## src/hdl/ssc_pkg.sv

```systemverilog
// Package for the sparse-set component store: widths, codes, dense slot layout
// and the command and status words between controller and datapath.
// No dependencies.
package ssc_pkg;

    localparam int MAX_ENTITIES = 256;
    localparam int IDX_BITS     = 8;
    localparam int GEN_BITS     = 8;
    localparam int VALUE_BITS   = 64;
    localparam int CNT_BITS     = $clog2(MAX_ENTITIES + 1);
    localparam int ADDR_BITS    = $clog2(MAX_ENTITIES);
    localparam int DENSE_BITS   = IDX_BITS + GEN_BITS + VALUE_BITS;

    // stream words rounded up to whole bytes
    localparam int IN_DATA_BITS  = ((DENSE_BITS + 7) / 8) * 8;
    localparam int OUT_DATA_BITS = ((VALUE_BITS + CNT_BITS + 7) / 8) * 8;
    localparam int USER_BITS     = 2;

    // result status codes
    localparam logic [1:0] RES_OK   = 2'd0;
    localparam logic [1:0] RES_MISS = 2'd1;
    localparam logic [1:0] RES_FULL = 2'd2;

    typedef enum logic [1:0] {
        OP_LOOKUP = 2'd0,
        OP_UPSERT = 2'd1,
        OP_REMOVE = 2'd2,
        OP_NONE   = 2'd3
    } t_op;

    typedef struct packed {
        logic [VALUE_BITS-1:0] value;
        logic [GEN_BITS-1:0]   gen;
        logic [IDX_BITS-1:0]   owner;
    } t_dense;

    typedef enum logic [1:0] {
        DW_APPEND  = 2'd0,
        DW_INPLACE = 2'd1,
        DW_MOVE    = 2'd2
    } t_dwsel;

    typedef enum logic [1:0] {
        SW_APPEND = 2'd0,
        SW_CLEAR  = 2'd1,
        SW_MOVE   = 2'd2
    } t_swsel;

    typedef struct packed {
        logic       capture;
        logic       slot_load;
        logic       rd_last;
        logic       dense_we;
        t_dwsel     dense_wsel;
        logic       sparse_we;
        t_swsel     sparse_wsel;
        logic       count_inc;
        logic       count_dec;
        logic       res_set;
        logic [1:0] res_code;
        logic       hit_load;
        logic       out_load;
    } t_cmd;

    typedef struct packed {
        t_op  op;
        logic slot_ok;
        logic full;
        logic gen_match;
        logic slot_is_last;
        logic out_free;
    } t_stat;

endpackage

```

## src/hdl/ssc_controller.sv

```systemverilog
// Request sequencer of the store: steps each request through sparse read,
// dense read and the swap-remove move. Depends on ssc_pkg.
module ssc_controller (
    input  logic           i_clk,
    input  logic           i_rst_n,
    input  logic           i_in_valid,
    output logic           o_in_ready,
    input  ssc_pkg::t_stat i_stat,
    output ssc_pkg::t_cmd  o_cmd
);
    import ssc_pkg::*;

    typedef enum logic [4:0] {
        S_IDLE   = 5'b00001,
        S_SPARSE = 5'b00010,
        S_DENSE  = 5'b00100,
        S_LAST   = 5'b01000,
        S_DONE   = 5'b10000
    } t_state;

    t_state r_state;
    t_state n_state;

    always_ff @(posedge i_clk) begin
        if (!i_rst_n) begin
            r_state <= S_IDLE;
        end else begin
            r_state <= n_state;
        end
    end

    always_comb begin
        o_cmd      = '0;
        o_in_ready = 1'b0;
        n_state    = r_state;
        case (r_state)
            S_IDLE: begin
                o_in_ready = 1'b1;
                if (i_in_valid) begin
                    o_cmd.capture = 1'b1;
                    n_state       = S_SPARSE;
                end
            end
            S_SPARSE: begin
                o_cmd.slot_load = 1'b1;
                o_cmd.res_set   = 1'b1;
                o_cmd.res_code  = RES_MISS;
                n_state         = S_DONE;
                case (i_stat.op)
                    OP_UPSERT: begin
                        if (i_stat.slot_ok) begin
                            // matching or stale owner: overwrite in place
                            o_cmd.dense_we   = 1'b1;
                            o_cmd.dense_wsel = DW_INPLACE;
                            o_cmd.res_code   = RES_OK;
                        end else if (i_stat.full) begin
                            o_cmd.res_code = RES_FULL;
                        end else begin
                            o_cmd.dense_we    = 1'b1;
                            o_cmd.dense_wsel  = DW_APPEND;
                            o_cmd.sparse_we   = 1'b1;
                            o_cmd.sparse_wsel = SW_APPEND;
                            o_cmd.count_inc   = 1'b1;
                            o_cmd.res_code    = RES_OK;
                        end
                    end
                    OP_LOOKUP, OP_REMOVE: begin
                        if (i_stat.slot_ok) begin
                            n_state = S_DENSE;
                        end
                    end
                    default: begin
                        n_state = S_DONE;
                    end
                endcase
            end
            S_DENSE: begin
                o_cmd.res_set  = 1'b1;
                o_cmd.res_code = RES_MISS;
                n_state        = S_DONE;
                if (i_stat.gen_match) begin
                    o_cmd.res_code = RES_OK;
                    if (i_stat.op == OP_LOOKUP) begin
                        o_cmd.hit_load = 1'b1;
                    end else begin
                        o_cmd.sparse_we   = 1'b1;
                        o_cmd.sparse_wsel = SW_CLEAR;
                        if (i_stat.slot_is_last) begin
                            o_cmd.count_dec = 1'b1;
                        end else begin
                            o_cmd.rd_last = 1'b1;
                            n_state       = S_LAST;
                        end
                    end
                end
            end
            S_LAST: begin
                // last slot's contents move into the hole
                o_cmd.dense_we    = 1'b1;
                o_cmd.dense_wsel  = DW_MOVE;
                o_cmd.sparse_we   = 1'b1;
                o_cmd.sparse_wsel = SW_MOVE;
                o_cmd.count_dec   = 1'b1;
                n_state           = S_DONE;
            end
            S_DONE: begin
                if (i_stat.out_free) begin
                    o_cmd.out_load = 1'b1;
                    n_state        = S_IDLE;
                end
            end
            default: begin
                n_state = S_IDLE;
            end
        endcase
    end

endmodule

```

## config.mk

```make
export PLATFORM = sky130hd
export DESIGN_NAME = ssc_controller
export DESIGN_NICKNAME = d
export VERILOG_FILES = /design/src/hdl/ssc_pkg.sv /design/src/hdl/ssc_controller.sv
export SDC_FILE = /design/constraint.sdc
export NUM_CORES = 1
export LEC_CHECK = 0
export BUFFER_PORTS_ARGS = -buffer_cell sky130_fd_sc_hd__clkbuf_2
export CAP_MARGIN = 0
export CORE_UTILIZATION = 25
export DETAILED_ROUTE_END_ITERATION = 7
export GPL_ROUTABILITY_DRIVEN = 1
export REMOVE_ABC_BUFFERS = 1
export SYNTH_ARGS = -nofsm -noshare
export SYNTH_HDL_FRONTEND = slang
export SYNTH_SLANG_ARGS = --single-unit
```

## constraint.sdc

```tcl
create_clock -name i_clk -period 1.6 [get_ports i_clk]
set_input_delay 0.08 -clock i_clk [delete_from_list [all_inputs] [get_ports i_clk]]
set_output_delay 0.08 -clock i_clk [all_outputs]
set_load 0.01 [all_outputs]
```

==> results of run 1 <==
through the flow:
step | power (W) | hold WS [ns] | worst slack [ns] | TNS, ns | utilization
3_3_place_gp | 0.000224 | 0.308 | 0.157 | 0 | 0.378
6_report | 0.000384 | 0.0444 | -0.0600 | -0.0600 | 0.463
3_5_place_dp | 0.000225 | 0.308 | 0.131 | 0 | 0.378
4_1_cts | 0.000382 | 0.0406 | -0.0976 | -0.175 | 0.415
5_1_grt | 0.000409 | 0.0519 | -0.110 | -0.337 | 0.463
2_1_floorplan | 0.000189 | 0.158 | 0.243 | 0 | -
power groups by stage:
stage / combinational [W] / sequential [W] / clock, W
floorplan: 0.0000506 / 0.000139 / 0
global route: 0.000104 / 0.000140 / 0.000165
finish: 0.0000955 / 0.000139 / 0.000150
detailed placement: 0.0000852 / 0.000140 / 0
CTS: 0.0000877 / 0.000138 / 0.000157
global placement: 0.0000847 / 0.000140 / 0
repair_timing:
action,CTS,global route
endpoints found under the setup margin,3,14
setup buffers,2,2
endpoints found under the hold margin,0,0
cloned,0,0
pin swaps,0,2
gates resized for setup,4,21
metal layers:
metal	up-vias	share of wire	wire, um
li1	271	-	-
met1	232	0.46	528
met2	24	0.46	525
met3	0	0.077	88
met4	0	0	0
met5	-	0	0
cell type report:
class                      instances  area [sq um]
multi-input combinational         38           313
clock buffer                       3          22.5
fill                             149           808
timing repair buffer              33           195
tap                               16          20.0
sequential                         5           108
inverter                           9          35.0
clock inverter                     1          5.00
synth_stat cells:
| cell | n | share of area |
|---|---|---|
| o22ai_1 | 1 | 0.015 |
| a41o_1 | 1 | 0.025 |
| nand3b_1 | 2 | 0.037 |
| o2111ai_1 | 1 | 0.022 |
| nand3_1 | 2 | 0.025 |
| dfxtp_1 | 5 | 0.25 |
| o21ai_0 | 3 | 0.037 |
| a22oi_1 | 1 | 0.019 |
| and3_1 | 1 | 0.015 |
| and3b_1 | 1 | 0.022 |
| nor3_2 | 1 | 0.025 |
| inv_1 | 8 | 0.074 |
| buf_4 | 1 | 0.019 |
| and2_1 | 1 | 0.015 |
| nor4b_1 | 1 | 0.022 |
| nor2_1 | 2 | 0.019 |
| nor2b_1 | 5 | 0.077 |
| nor4_1 | 3 | 0.046 |
| o311ai_1 | 1 | 0.022 |
| o41ai_2 | 1 | 0.040 |
| or3_4 | 1 | 0.028 |
| o211ai_1 | 1 | 0.019 |
| nand2_1 | 2 | 0.019 |
| and4_1 | 1 | 0.022 |
| clkinv_2 | 1 | 0.012 |
| nand2b_1 | 1 | 0.015 |
| nor3_1 | 2 | 0.025 |
| or3_1 | 1 | 0.015 |
| a41oi_1 | 1 | 0.022 |
path summary, 6_finish.rpt:
check	endpoint
setup / recovery	o_cmd[15]
hold / removal	r_state[3]$_SDFFE_PN0P_
setup reg to reg	r_state[2]$_SDFFE_PN0P_
hold reg to reg	r_state[3]$_SDFFE_PN0P_
cells by family (layout without fill, tap and decap cells):
family | after synthesis | in the layout | synth area share
AO/OA/AOI/OAI | 11 | 11 | 0.220
buffers and inverters | 10 | 46 | 0.105
AND/OR/NAND/NOR | 27 | 27 | 0.427
flip-flops | 5 | 5 | 0.248
worst register-to-register path, stage by stage, from the launching register on:
cell and delay (ns):
dfxtp_4 0.34, or3_4 0.36, buf_4 0.14, o41ai_2 0.35
nor4_1 0.10
==> impl_results.md, run 1 <==
* Top reg by flops: r_state
* Combinational power share at 0.249
* Residual DRC at 0
* Worst rel slew slack at 0.711
* Drt initial violations at 5
* Crit path DAT at 1.58 ns
* Total number of yosys warnings at 0
* Clock skew at 0.00139 ns
* Num ports at 27
* Global-route wire length before repair at 1970 um
* Initial Utilization at 0.268
* Synth Instances at 53
* Setup ws final at -0.0600 ns
* Synthesis-stage register bit count at 5
* H-tree depth at 1
* Clk buf depth at 2
* Initial antenna violation count at 0
* Root Buffer: clkbuf_4
* Max-cap violations at 0
* Critical path's most frequent cell: or3_4
* Met1 Use GR at 0.185
* Sequential Power Share at 0.362
* GR peak layer: met2
* Met2 Use GR at 0.206
* Antenna cells at 0
* Area grow syn2layout at 72.8%
* CP Data Required Time at 1.52 ns
* Fin cells at 105
* Global-route met3 utilization at 0.0690
* Critical path depth in cells at 5
* Ratio of cells with drive above 1 in the final layout at 0.596
* Status: finished with violations
* FP Rows at 14
* Endpoints failing setup at 1
* Routed len/inst at 10.9 um
* Sink Count at 5
* Fmax at 602 MHz
* Slew Viols, Final at 0
* Worst path cell trace: or3_4, or3_4, clkinv_2, and2_1, buf_2
* Max Fanout on Critical Path at 3
* Total CTS buffers at 3
* Clk pwr share at 0.389
* Most frequent cells in the layout: clkbuf_2 (18), inv_1 (8), buf_2 (8)
* Routed via count at 527
* Kind of critical path: reg -> out
* Fin nets at 100
* CTS tree: yes
* CP peak stage delay at 0.36 ns
* Int Power at 0.000269 W
* Syn Area/Cell at 7.63 sq um
* Placeable Area at 1510 sq um
* P_sw at 0.000115 W
* CP max stage cell: or3_4
* Slew @ Worst Pin at 0.429 ns
* Clock Pin Slew Worst Setup and Hold Paths at 0.05 ns
* Sw Share at 0.300
* Largest registers: r_state (5)
* Max reg flops at 5
* Reg2Reg Depth at 4
* Final period utilization at 1.04
* Failing checks: setup timing
* Post-CTS Hold Buffers at 0
* Total leakage power at 0.379 nW
* Chip height at 42.2 um
* Worst Hold Class: in -> reg
* Antenna-violating nets left at 0
* CP bufs+invs at 2
* Reg2Reg Setup Slack at 0.16 ns
* Placed Area at 569 sq um
* Cell variety after synth at 29
* Gr usage total at 0.141
* Fin. Hold Viols at 0
* Seq/Total Area, Yosys at 0.248
* Vias in the first global route at 512
* Commonest non-fill, non-tap cell in the layout: clkbuf_2
* Family with the most delay on the worst path: simple AND/OR/NAND/NOR gates
* Pre-antenna DRT Iters at 3
* Placer Congestion at 0.832
* Largest net degree at the start of global routing at 8
* RSZ-0062 raised after global routing: true
* Routed WL at 1140 um
* Endpoint class of the critical path: primary output
* Placed insts at 97
* Period minus WS final at 1.66 ns
* Hold path depth at 2
* Total grt overflow at 0
* Placed wire-length estimate at 889 um
* PortBufs at 26
* Die area at 1780 sq um
* Fin area at 698 sq um
* Die W at 42.2 um
* Vias per cell at 5.02
* Clk Latency, worst-skew pair at 0.25 ns
* Peak VDD IR at 0.466 mV
* Nature of the critical path startpoint: register
* Post-Syn Area at 404 sq um
* PwrDens at 550 nW/um^2
* CP startpoint: r_state[4]$_SDFFE_PN0P_
* Worst r2r src: r_state[4]$_SDFFE_PN0P_
* Hold_sp: i_stat[1]
No activity file was read; power rests on OpenSTA's default activity.
==> run 2, diff against run 1 <==
Settings changed: CTS_BUF_LIST set to sky130_fd_sc_hd__clkbuf_16, PLACE_DENSITY set to 0.64.
==> run 2 against run 1 <==
  * The run still ends with setup timing left
  * Non-clock buffer count fell by 5
  * First-iteration DRC count grew to 2.6 times the previous value
  * Fmax fell by 1.5%
  * Sequential share of layout area down 0.11 points
  * Combinational power up 7%
  * Clock skew rose by 0.00056 ns
  * Power grew 70%
  * Die area did not move
  * Highest routed layer is now met4
==> impl_results.md, run 2 (synthesis gave the netlist of run 1 again) <==
* Status: finished with violations
* Failing checks: setup timing
* Peak VDD IR at 0.886 mV (+90%)
* Drt initial violations at 13 (+8)
* Post-CTS Hold Buffers at 0 (unchanged)
* Placed Area at 562 sq um (-1.3%)
* Max reg flops at 5 (unchanged)
* Final Hold Slack at 0.0693 ns (+0.0249 ns)
* Kind of critical path: reg -> out
* Root Buffer: clkbuf_16
* Setup slack at placement at 0.151 ns (+0.0204 ns)
* Met1 Use GR at 0.159 (-0.0265)
* Setup ws final at -0.0852 ns (-0.0252 ns)
* Commonest non-fill, non-tap cell in the layout: clkbuf_2
* PortBufs at 26 (unchanged)
* Placed wire-length estimate at 893 um (+0.51%)
* Crit path DAT at 1.61 ns (+0.03 ns)
* Family with the most delay on the worst path: simple AND/OR/NAND/NOR gates
* CP peak stage delay at 0.37 ns (about the same)
* Sink Count at 5 (unchanged)
* FP Rows at 14 (unchanged)
* Max-cap violations at 0 (unchanged)
* Post-CTS Setup Inserts at 0 (-2)
* H-tree depth at 1 (unchanged)
* Clk Latency, worst-skew pair at 0.23 ns (-0.02 ns)
* Final period utilization at 1.05 (+0.0157)
* Top reg by flops: r_state
* Nature of the critical path startpoint: register
* Most frequent cells in the layout: clkbuf_2 (24), inv_1 (9), nor2b_1 (4)
* Chip height at 42.2 um (unchanged)
* Filler cell count at 151 (+1.3%)
* CTS tree: yes
* Endpoints failing setup at 1 (unchanged)
* Worst path cell trace: or3_4, or3_4, inv_4, and2_4, buf_6
* Hold path depth at 2 (unchanged)
* Global-route wire length before repair at 1750 um (-11%)
* Placeable Area at 1510 sq um (unchanged)
* Routed len/inst at 12.3 um (+13%)
* Period minus WS final at 1.69 ns (+0.0252 ns)
* Post_cts resized at 4 (unchanged)
* Max Fanout on Critical Path at 6 (+3)
* Global-route met3 utilization at 0.0647 (-0.00431)
* Clock Pin Slew Worst Setup and Hold Paths at 0.03 ns (-0.02 ns)
* Crit Reg-Reg Endpoint: r_state[0]$_SDFFE_PN1P_
* Fin area at 687 sq um (-1.6%)
* Largest net degree at the start of global routing at 8 (unchanged)
* Post-layout util at 0.456 (-0.00748)
* Pre-antenna DRT Iters at 5 (+2)
* Gr usage total at 0.138 (-0.00356)
* Die W at 42.2 um (unchanged)
* Antenna-violating nets left at 0 (unchanged)
* Placer Congestion at 0.787 (-5.4%)
* Slew Viols, Final at 0 (unchanged)
* Critical path's most frequent cell: or3_4
* Worst rel slew slack at 0.688 (-0.0227)
* Slew @ Worst Pin at 0.463 ns (+0.0337 ns)
* CP bufs+invs at 2 (unchanged)
* Fmax at 593 MHz (-1.5%)
* Num ports at 27 (unchanged)
* GR peak layer: met2
* Area grow syn2layout at 70.0%
* Hold_sp: i_stat[1]
* PwrDens at 949 nW/um^2 (+72%)
* Routed via count at 515 (-2.3%)
* Residual DRC at 0 (unchanged)
* RSZ-0062 raised after global routing: true
* CP Data Required Time at 1.52 ns (about the same)
* Reg2Reg Depth at 3 (-1)
* Worst r2r src: r_state[4]$_SDFFE_PN0P_
* Power Total at 0.000652 W (+70%)
* Antenna cells at 0 (unchanged)
* Clk buf depth at 2 (unchanged)
* Routed WL at 1230 um (+7.3%)
* Ratio of cells with drive above 1 in the final layout at 0.512 (-0.0836)
* Reg2Reg Setup Slack at 0.19 ns (+0.03 ns)
* Largest registers: r_state (5)
* Worst Hold End: r_state[3]$_SDFFE_PN0P_
* Initial antenna violation count at 0 (unchanged)
* Total CTS buffers at 3 (unchanged)
* CP startpoint: r_state[4]$_SDFFE_PN0P_
* Endpoint class of the critical path: primary output
* Vias in the first global route at 427 (-17%)
* Fin. Hold Viols at 0 (unchanged)
* Clock skew at 0.00195 ns (+0.000559 ns)
* Vias per cell at 5.15 (+2.6%)
* CP max stage cell: or3_4
* Fin nets at 95 (-5.0%)
* Total leakage power at 0.364 nW (-3.9%)
* Total grt overflow at 0 (unchanged)
* Initial Utilization at 0.268 (unchanged)
* Die area at 1780 sq um (unchanged)
* Met2 Use GR at 0.191 (-0.0154)
* Worst Hold Class: in -> reg
run 2: per-stage QoR:
step / TNS (ns) / cells
finish: -0.0852 / 100
global route: -0.388 / 100
CTS: -0.104 / 100
detailed placement: 0 / 96
global placement: 0 / 96
floorplan: 0 / 52
run 2: how the worst max path moves through the flow:
stage | end | cells after the start
floorplan | o_cmd[15] | 4
global placement | o_cmd[15] | 5
detailed placement | o_cmd[15] | 5
CTS | o_cmd[15] | 5
global route | o_cmd[15] | 5
finish | o_cmd[15] | 5
run 2: final cells by class:
cell class	count	area, sq um	share of cell area
Timing Repair Buffer	28	151	0.220
Tap cell	16	20.0	0.0291
Multi-Input combinational cell	38	295	0.430
Sequential cell	5	105	0.153
Inverter	9	36.3	0.0528
Clock buffer	3	75.1	0.109
Clock inverter	1	3.75	0.00546
run 2: report_power, final:
| group | total, W | switching (W) | internal, W |
|---|---|---|---|
| registers | 0.000140 | 0.0000101 | 0.000130 |
| clock network | 0.000410 | 0.0000861 | 0.000324 |
| logic | 0.000102 | 0.0000515 | 0.0000506 |
run 2: metal layers:
metal,share of wire,up-vias
met4,0.031,0
met1,0.41,235
met5,0,-
met3,0.070,4
met2,0.49,16
li1,-,260
